[config.mk]
export PLATFORM = sky130hd
export DESIGN_NAME = positional_list_store_top
export DESIGN_NICKNAME = d
export VERILOG_FILES = /design/src/hdl/pls_pkg.sv /design/src/hdl/positional_list_store_top.sv
export SDC_FILE = /design/constraint.sdc
export NUM_CORES = 1
export LEC_CHECK = 0
export BUFFER_PORTS_ARGS = -buffer_cell sky130_fd_sc_hd__buf_2
export CAP_MARGIN = 20
export CORE_MARGIN = 3
export CORE_UTILIZATION = 40
export CTS_CLUSTER_SIZE = 40
export DETAILED_ROUTE_END_ITERATION = 7
export HOLD_SLACK_MARGIN = 0.05
export PLACE_DENSITY = 0.64
export SLEW_MARGIN = 10
export SYNTH_ARGS = -nofsm -noshare
export SYNTH_HDL_FRONTEND = slang
export SYNTH_SLANG_ARGS = --single-unit
export TNS_END_PERCENT = 50
[constraint.sdc]
create_clock -name clock -period 6.4 [get_ports clock]
set_clock_uncertainty 0.1 [all_clocks]
set_input_delay 1.92 -clock clock [delete_from_list [all_inputs] [get_ports clock]]
set_output_delay 1.92 -clock clock [all_outputs]
set_load 0.02 [all_outputs]
[src/hdl/pls_pkg.sv]
`default_nettype none
package pls_pkg;

   localparam int CAPACITY_DEF = 32;
   localparam int VALUE_W      = 32;
   localparam int POS_W        = 6;
   localparam int INDEX_W      = 5;
   localparam int ACTION_W     = 3;
   localparam int STATUS_W     = 3;

   typedef enum logic [ACTION_W-1:0] {
      ACT_INS_HEAD = 3'd0,
      ACT_INS_END  = 3'd1,
      ACT_INS_POS  = 3'd2,
      ACT_DEL_HEAD = 3'd3,
      ACT_DEL_END  = 3'd4,
      ACT_DEL_POS  = 3'd5,
      ACT_DISPLAY  = 3'd6
   } action_type;

   typedef enum logic [STATUS_W-1:0] {
      ST_DONE  = 3'd0,
      ST_ENTRY = 3'd1,
      ST_EMPTY = 3'd2,
      ST_RANGE = 3'd3,
      ST_FULL  = 3'd4
   } status_type;

endpackage
`default_nettype wire

[src/hdl/positional_list_store_top.sv]
`default_nettype none
// Bounded ordered list of signed 32-bit values held in a single-port-write RAM with a
// registered read. Each transaction is one edit (insert or delete at head, end or a
// position) answered by one status, or a display answered by one entry per stored value
// in order, the final one flagged by rsp_last (an empty list answers once with status
// empty). Edits are done by a sequencer that moves entries one at a time through the
// RAM, sharing one index increment/decrement and compare step: each moved entry is
// read from the RAM and then written back one place along; a display reads each entry
// and then presents it. req_stall is high while a transaction is in progress; a new
// one may be taken while the last result still waits in the output register.
module positional_list_store_top #(
   parameter int CAPACITY = pls_pkg::CAPACITY_DEF
) (
   input  wire                                 clock,
   input  wire                                 reset,
   input  wire                                 req_valid,
   output logic                                req_stall,
   input  wire  [pls_pkg::ACTION_W-1:0]        req_action,
   input  wire  signed [pls_pkg::VALUE_W-1:0]  req_value,
   input  wire  [pls_pkg::POS_W-1:0]           req_position,
   output logic                                rsp_valid,
   input  wire                                 rsp_stall,
   output pls_pkg::status_type                 rsp_status,
   output logic signed [pls_pkg::VALUE_W-1:0]  rsp_entry_value,
   output logic [pls_pkg::INDEX_W-1:0]         rsp_entry_index,
   output logic                                rsp_last
);
   import pls_pkg::*;

   localparam int AW = $clog2(CAPACITY);
   localparam int CW = $clog2(CAPACITY + 1);
   localparam int XW = (CW > POS_W) ? CW : POS_W;

   typedef enum logic [6:0] {
      S_IDLE     = 7'b0000001,
      S_SHIFT_RD = 7'b0000010,
      S_SHIFT_WR = 7'b0000100,
      S_PLACE    = 7'b0001000,
      S_RESP     = 7'b0010000,
      S_DISP_RD  = 7'b0100000,
      S_DISP_OUT = 7'b1000000
   } state_type;

   state_type           state_ff, state_in;
   logic [CW-1:0]       count_ff, count_in;
   logic [CW-1:0]       idx_ff, idx_in;
   logic [CW-1:0]       pos_ff, pos_in;
   logic                ins_ff, ins_in;
   logic [VALUE_W-1:0]  value_ff, value_in;
   status_type          status_ff, status_in;

   logic                rsp_valid_ff, rsp_valid_in;
   status_type          rsp_status_ff, rsp_status_in;
   logic [VALUE_W-1:0]  rsp_value_ff, rsp_value_in;
   logic [INDEX_W-1:0]  rsp_index_ff, rsp_index_in;
   logic                rsp_last_ff, rsp_last_in;

   logic [VALUE_W-1:0]  mem [CAPACITY];
   logic [VALUE_W-1:0]  rd_data_ff;
   logic [AW-1:0]       rd_addr;
   logic                wr_en;
   logic [AW-1:0]       wr_addr;
   logic [VALUE_W-1:0]  wr_data;

   logic [CW-1:0]       step;
   logic                accept;
   logic                out_free;
   logic [XW-1:0]       cnt_x;
   logic [XW-1:0]       pos_x;
   logic [XW-1:0]       op_pos;

   assign req_stall = (state_ff != S_IDLE);
   assign accept    = req_valid && !req_stall;
   assign out_free  = !rsp_valid_ff || !rsp_stall;
   assign cnt_x     = XW'(count_ff);
   assign pos_x     = XW'(req_position);

   // shared index step: down for insert shifting, up for delete shifting and display
   assign step = ins_ff ? (idx_ff - CW'(1)) : (idx_ff + CW'(1));

   always_comb begin
      // display holds the read address so a stalled entry keeps its value
      rd_addr = (state_ff == S_DISP_RD || state_ff == S_DISP_OUT) ? idx_ff[AW-1:0]
                                                                  : step[AW-1:0];
      wr_en   = 1'b0;
      wr_addr = idx_ff[AW-1:0];
      wr_data = rd_data_ff;
      if (state_ff == S_SHIFT_WR) begin
         wr_en = 1'b1;
      end else if (state_ff == S_PLACE) begin
         wr_en   = 1'b1;
         wr_addr = pos_ff[AW-1:0];
         wr_data = value_ff;
      end
   end

   always_ff @(posedge clock) begin
      if (wr_en) begin
         mem[wr_addr] <= wr_data;
      end
      rd_data_ff <= mem[rd_addr];
   end

   always_comb begin
      state_in      = state_ff;
      count_in      = count_ff;
      idx_in        = idx_ff;
      pos_in        = pos_ff;
      ins_in        = ins_ff;
      value_in      = value_ff;
      status_in     = status_ff;
      rsp_valid_in  = rsp_valid_ff && rsp_stall;
      rsp_status_in = rsp_status_ff;
      rsp_value_in  = rsp_value_ff;
      rsp_index_in  = rsp_index_ff;
      rsp_last_in   = rsp_last_ff;
      op_pos        = '0;

      case (state_ff)
         S_IDLE: begin
            if (accept) begin
               value_in = req_value;
               case (req_action)
                  ACT_INS_HEAD, ACT_INS_END, ACT_INS_POS: begin
                     case (req_action)
                        ACT_INS_HEAD: op_pos = '0;
                        ACT_INS_END:  op_pos = cnt_x;
                        default:      op_pos = pos_x;
                     endcase
                     if (count_ff == CW'(CAPACITY)) begin
                        status_in = ST_FULL;
                        state_in  = S_RESP;
                     end else if (op_pos > cnt_x) begin
                        status_in = ST_RANGE;
                        state_in  = S_RESP;
                     end else begin
                        pos_in   = CW'(op_pos);
                        idx_in   = count_ff;
                        ins_in   = 1'b1;
                        state_in = (cnt_x > op_pos) ? S_SHIFT_RD : S_PLACE;
                     end
                  end
                  ACT_DEL_HEAD, ACT_DEL_END, ACT_DEL_POS: begin
                     case (req_action)
                        ACT_DEL_HEAD: op_pos = '0;
                        ACT_DEL_END:  op_pos = cnt_x - XW'(1);
                        default:      op_pos = pos_x;
                     endcase
                     if (count_ff == '0) begin
                        status_in = ST_EMPTY;
                        state_in  = S_RESP;
                     end else if (op_pos >= cnt_x) begin
                        status_in = ST_RANGE;
                        state_in  = S_RESP;
                     end else begin
                        idx_in = CW'(op_pos);
                        ins_in = 1'b0;
                        if ((op_pos + XW'(1)) < cnt_x) begin
                           state_in = S_SHIFT_RD;
                        end else begin
                           count_in  = count_ff - CW'(1);
                           status_in = ST_DONE;
                           state_in  = S_RESP;
                        end
                     end
                  end
                  ACT_DISPLAY: begin
                     if (count_ff == '0) begin
                        status_in = ST_EMPTY;
                        state_in  = S_RESP;
                     end else begin
                        idx_in   = '0;
                        ins_in   = 1'b0;
                        state_in = S_DISP_RD;
                     end
                  end
                  default: begin
                     status_in = ST_DONE;
                     state_in  = S_RESP;
                  end
               endcase
            end
         end
         S_SHIFT_RD: begin
            state_in = S_SHIFT_WR;
         end
         S_SHIFT_WR: begin
            idx_in = step;
            if (ins_ff) begin
               state_in = (step > pos_ff) ? S_SHIFT_RD : S_PLACE;
            end else if ((step + CW'(1)) < count_ff) begin
               state_in = S_SHIFT_RD;
            end else begin
               count_in  = count_ff - CW'(1);
               status_in = ST_DONE;
               state_in  = S_RESP;
            end
         end
         S_PLACE: begin
            count_in  = count_ff + CW'(1);
            status_in = ST_DONE;
            state_in  = S_RESP;
         end
         S_RESP: begin
            if (out_free) begin
               rsp_valid_in  = 1'b1;
               rsp_status_in = status_ff;
               rsp_value_in  = '0;
               rsp_index_in  = '0;
               rsp_last_in   = 1'b1;
               state_in      = S_IDLE;
            end
         end
         S_DISP_RD: begin
            state_in = S_DISP_OUT;
         end
         S_DISP_OUT: begin
            if (out_free) begin
               rsp_valid_in  = 1'b1;
               rsp_status_in = ST_ENTRY;
               rsp_value_in  = rd_data_ff;
               rsp_index_in  = INDEX_W'(idx_ff);
               rsp_last_in   = (step == count_ff);
               if (step == count_ff) begin
                  state_in = S_IDLE;
               end else begin
                  idx_in   = step;
                  state_in = S_DISP_RD;
               end
            end
         end
         default: begin
            state_in = S_IDLE;
         end
      endcase
   end

   always_ff @(posedge clock) begin
      if (reset) begin
         state_ff     <= S_IDLE;
         count_ff     <= '0;
         rsp_valid_ff <= 1'b0;
      end else begin
         state_ff     <= state_in;
         count_ff     <= count_in;
         rsp_valid_ff <= rsp_valid_in;
      end
      idx_ff        <= idx_in;
      pos_ff        <= pos_in;
      ins_ff        <= ins_in;
      value_ff      <= value_in;
      status_ff     <= status_in;
      rsp_status_ff <= rsp_status_in;
      rsp_value_ff  <= rsp_value_in;
      rsp_index_ff  <= rsp_index_in;
      rsp_last_ff   <= rsp_last_in;
   end

   assign rsp_valid       = rsp_valid_ff;
   assign rsp_status      = rsp_status_ff;
   assign rsp_entry_value = rsp_value_ff;
   assign rsp_entry_index = rsp_index_ff;
   assign rsp_last        = rsp_last_ff;

   a_count_bound: assert property (@(posedge clock) disable iff (reset)
      count_ff <= CW'(CAPACITY))
      else $error("entry count above capacity");

   a_count_step: assert property (@(posedge clock) disable iff (reset)
      !$stable(count_ff) |-> (count_ff == $past(count_ff) + CW'(1)) ||
                             (count_ff == $past(count_ff) - CW'(1)))
      else $error("entry count moved by more than one");

   a_disp_count: assert property (@(posedge clock) disable iff (reset)
      (state_ff == S_DISP_RD || state_ff == S_DISP_OUT) |=> $stable(count_ff))
      else $error("entry count changed during display");

   a_not_last_entry: assert property (@(posedge clock) disable iff (reset)
      (rsp_valid && !rsp_last) |-> (rsp_status == ST_ENTRY))
      else $error("non-final result that is not a display entry");

endmodule
`default_nettype wire
==> results.txt <==
----------------------------------------------------
[Setup path]
  Arrival time worst endpoint ... between 5 and 6 ns
  Data required time at the worst endpoint ... between 6 and 7 ns
  FF-to-FF setup slack ... 1.72 ns
  Startpoint-to-endpoint class of the critical path ... in2reg
  R2R Path End ... idx_ff[2]
  Worst-case reg-to-reg path depth ... 14
  Highest net fanout along the worst path ... 9
  Sort of element at the end of the critical path ... flop
  Slowest library cell on the worst path ... sky130_fd_sc_hd__nor3_1
  Maximum cell stage delay along the critical path ... between 0.7 and 0.8 ns
  Type of origin of the critical path ... primary input
  Launch point of the worst reg-to-reg path ... cnt_x[1]
  Cell breakdown of the critical path ... buf_2 > clkinv_1 > nor2_1 > nor2_1 > a311oi_1 > inv_1 > ha_1 > nand2b_1 > a211oi_1 > o21ai_0 > nor3_1 > or3_1 > a31oi_1 > nor3_1

[Run status]
  Status ... finished clean

[Drt]
  DRC marker count from the first detailed-route iteration ... 3428
  Routed metal-1 wire length ... 50100 um
  Met2 wire length ... ~60000 um
  Average wire per cell in the routed design ... roughly 24 um
  Routed wl met3 ... 8860 um
  Number of antenna-violating nets in the routed design ... 0
  Pre-Repair DR Iteration Count ... 5
  Total wire length after detailed routing ... 123000 um
  Total number of vias ... about 29000
  Max Used Layer ... met4
  Detail-routed via count per cell ... ~5.7
  Post-route DRC ... 0

[Clock tree]
  Clock transition at the register clock pins on the worst setup and hold paths after CTS ... 0.06 ns
  Number of levels in the clock H-tree ... 3
  TritonCTS clock tree ... done
  Clock buffer count from CTS ... between 100 and 150
  Clock root buffer ... sky130_fd_sc_hd__clkbuf_16
  CTS sink cnt ... approximately 1200
  Post-CTS Setup Repair Bufs ... 0
  Number of buffers inserted for hold repair after clock tree synthesis ... 0
  Deepest clock path buffer count ... 3
  Worst-skew pair later-pin latency ... just under 0.7 ns
  Count of cells resized by post-cts repair ... 0

[Logic synthesis]
  Main combinational cell family by area after synthesis ... simple AND/OR/NAND/NOR gates
  Mux cell area share after synthesis ... about 2.3%
  Top post-synthesis cells by count ... sky130_fd_sc_hd__edfxtp_1 (1113), sky130_fd_sc_hd__nand2_1 (829), sky130_fd_sc_hd__nand3_1 (214), sky130_fd_sc_hd__clkbuf_1 (169), sky130_fd_sc_hd__a31oi_1 (166)
  Mapped Avg Cell Area ... between 10 and 15 um2
  Post-Syn Instances ... roughly 3400
  Top cell type by total area after synthesis ... sky130_fd_sc_hd__edfxtp_1
  Post-synthesis net count ... around 3500
  Synth warn ... 0
  Number of distinct library cells after synthesis ... 63
  Leading cell types by total area after synthesis ... sky130_fd_sc_hd__edfxtp_1 (72%), sky130_fd_sc_hd__nand2_1 (6.7%), sky130_fd_sc_hd__nand3_1 (2.3%)
  Library cell with the highest instance count after synthesis ... sky130_fd_sc_hd__edfxtp_1
  Number of synthesized register bits ... roughly 1200
  Post-Synth Simple-Gate Area ... 12.7%
  Proportion of synthesized flip-flops having asynchronous set or reset ... 0%
  Adder-cell share of the synthesized area ... ~1.1%
  Leading register cell type out of synthesis ... sky130_fd_sc_hd__edfxtp_1
  Post-Synth XOR/XNOR Area ... less than 1%
  Total standard cell area after synthesis ... 46300 um2
  Area fraction in compound gates after synthesis ... under 10%
  Sequential area share after synthesis ... between 70% and 80%
  Fraction of synthesized cell area taken by the top area cell type ... around 72%
  EDFF count, synth ... 1113

[Min path]
  Worst Hold Path Cells ... 1
  Worst hold start ... status_ff[0]
  Classification of the worst-slack hold path ... reg2reg
  Hold Crit Endpoint ... rsp_status[0]

[STA]
  Fin. max-slew vios ... 0
  Post-route clock period utilization ... between 80% and 90%
  Pin slew with the least headroom to its limit ... 1.14 ns
  Unrepaired setup endpoints after global routing ... false
  Post-layout minimum cycle time ... 5.33 ns
  Total Negative Setup Slacks ... 0 ns
  Maximum operating frequency ... 0.188 GHz
  Count of final hold-check violations ... 0
  Count of final setup violators ... 0
  Worst slew margin relative to its limit ... approximately a quarter

[GRT]
  Initial antenna violation count ... 2
  First-pass GRT wire length ... about 180000 um
  Total global routing track utilization ... 20.1%
  Sum of overflow across all layers after global routing ... 0
  Vias in the first global route ... ~28000
  Maximum number of pins on one net before global-route repair ... ~130

[Finish]
  Share of cells above drive strength 1 ... between 10% and 20%
  Area grow syn2layout ... 13.2%
  Post-route standard cell area excluding fillers ... around 52000 um2
  Count of antenna diodes in the layout ... 0
  Count of placed standard cells in the final layout, fillers left out ... roughly 5100
  Final #Nets ... about 3500

[Die]
  Top-Level Pins ... 88
  Horizontal die dimension ... ~350 um
  Overall die height ... between 300 and 400 um
  Starting utilization of the core area ... roughly two fifths
  Die ar. ... approximately 120000 um2
  Core footprint ... between 100000 and 150000 um2
  Rows ... 124

[Pwr]
  Maximum VDD drop ... 0.564 mV
  Power density of the placed cells ... ~430 nW/um2
  LEAKAGE ... between 15 and 20 nW

[Placed design]
  Number of port buffers ... 87
  Hpwl dp ... a little under 70000 um
  Number of instances in the placed design ... slightly below 5000
  Placed inst area ... 48900 um2
  Final weighted congestion in routability-driven placement ... approximately 0.81

[Job]
  Number of violations of the max-capacitance limit ... 0

----------------------------------------------------
## power breakdown
part / switching (mW) / total, mW / internal [mW]
clock network: 2.79 / 6.20 / 3.40
logic: 4.77 / 6.68 / 1.91
registers: 0.242 / 9.83 / 9.59
## worst max path at each step
stage                     slack (ns)     startpoint   endpoint
after floorplan                 0.79  req_action[2]  idx_ff[0]
after global placement          0.42  req_action[2]  idx_ff[4]
after detailed placement        0.34  req_action[2]  idx_ff[4]
after CTS                       1.09  req_action[2]  idx_ff[2]
after global routing            0.68  req_action[2]  idx_ff[2]
final                           1.07  req_action[2]  idx_ff[2]
## sequential cells by signal, indices dropped and copies added (netlist names)
name             count
cnt_x                6
idx_ff               6
ins_ff               1
mem               1024
pos_ff               6
rd_data_ff          32
rsp_entry_index      5
rsp_entry_value     32
rsp_last             1
rsp_status           3
rsp_valid            1
state_ff             7
status_ff            3
value_ff            32
## metal layers
metal	vias to the layer above	track usage, %
met5	-	0
met2	1197	33.9
met3	220	3.13
met4	0	6.39
met1	14398	26.8
li1	12842	-
## stage by stage
stage | utilization (%) | hold WS [ns] | setup slack, ns | total power, mW
5_1_grt | 45.7 | 0.441 | 0.677 | 23.7
2_1_floorplan | - | 0.370 | 0.795 | 14.1
6_report | 45.7 | 0.425 | 1.07 | 22.7
4_1_cts | 45.6 | 0.419 | 1.09 | 22.7
3_5_place_dp | 42.6 | 0.410 | 0.342 | 16.6
3_3_place_gp | 42.6 | 0.401 | 0.421 | 16.5
## worst max-delay path: cells and delay by family
kind,cells,cell delay (ns)
AOI/OAI and AO/OA,4,0.80
adders and majority gates,1,0.27
buffers and inverters,3,0.49
and+or+nand+nor,6,2.07
## layout make-up
type,instances,area (um2)
Clock buffer,141,2930
Clock inverter,63,489
Fill cell,9918,62200
Inverter,28,105
Multi-Input combinational cell,1971,11400
Sequential cell,1159,34300
Tap cell,1512,1890
Timing Repair Buffer,180,1300
## layout by cell type (no fill, tap or decap), drive strengths merged, types with 39 or more instances in the layout
| master | Yosys | routed |
|---|---|---|
| buf | 43 | 180 |
| nor2 | 72 | 72 |
| clkinv | 4 | 56 |
| and3 | 66 | 66 |
| dfxtp | 46 | 46 |
| a32oi | 99 | 99 |
| a31oi | 166 | 166 |
| edfxtp | 1113 | 1113 |
| clkbuf | 169 | 141 |
| ha | 39 | 39 |
| nand3 | 214 | 214 |
| mux2i | 103 | 103 |
| a211oi | 72 | 72 |
| nand2 | 829 | 829 |
| and2 | 45 | 45 |
## logic make-up after synthesis
| group | after synthesis |
|---|---|
| and+or+nand+nor | 1334 |
| DFF | 1159 |
| AOI/OAI and AO/OA | 462 |
| buffers and inverters | 240 |
| muxes | 106 |
| adders and majority gates | 40 |
| xor gates and xnor gates | 29 |
(Power assumes the default switching activity.)
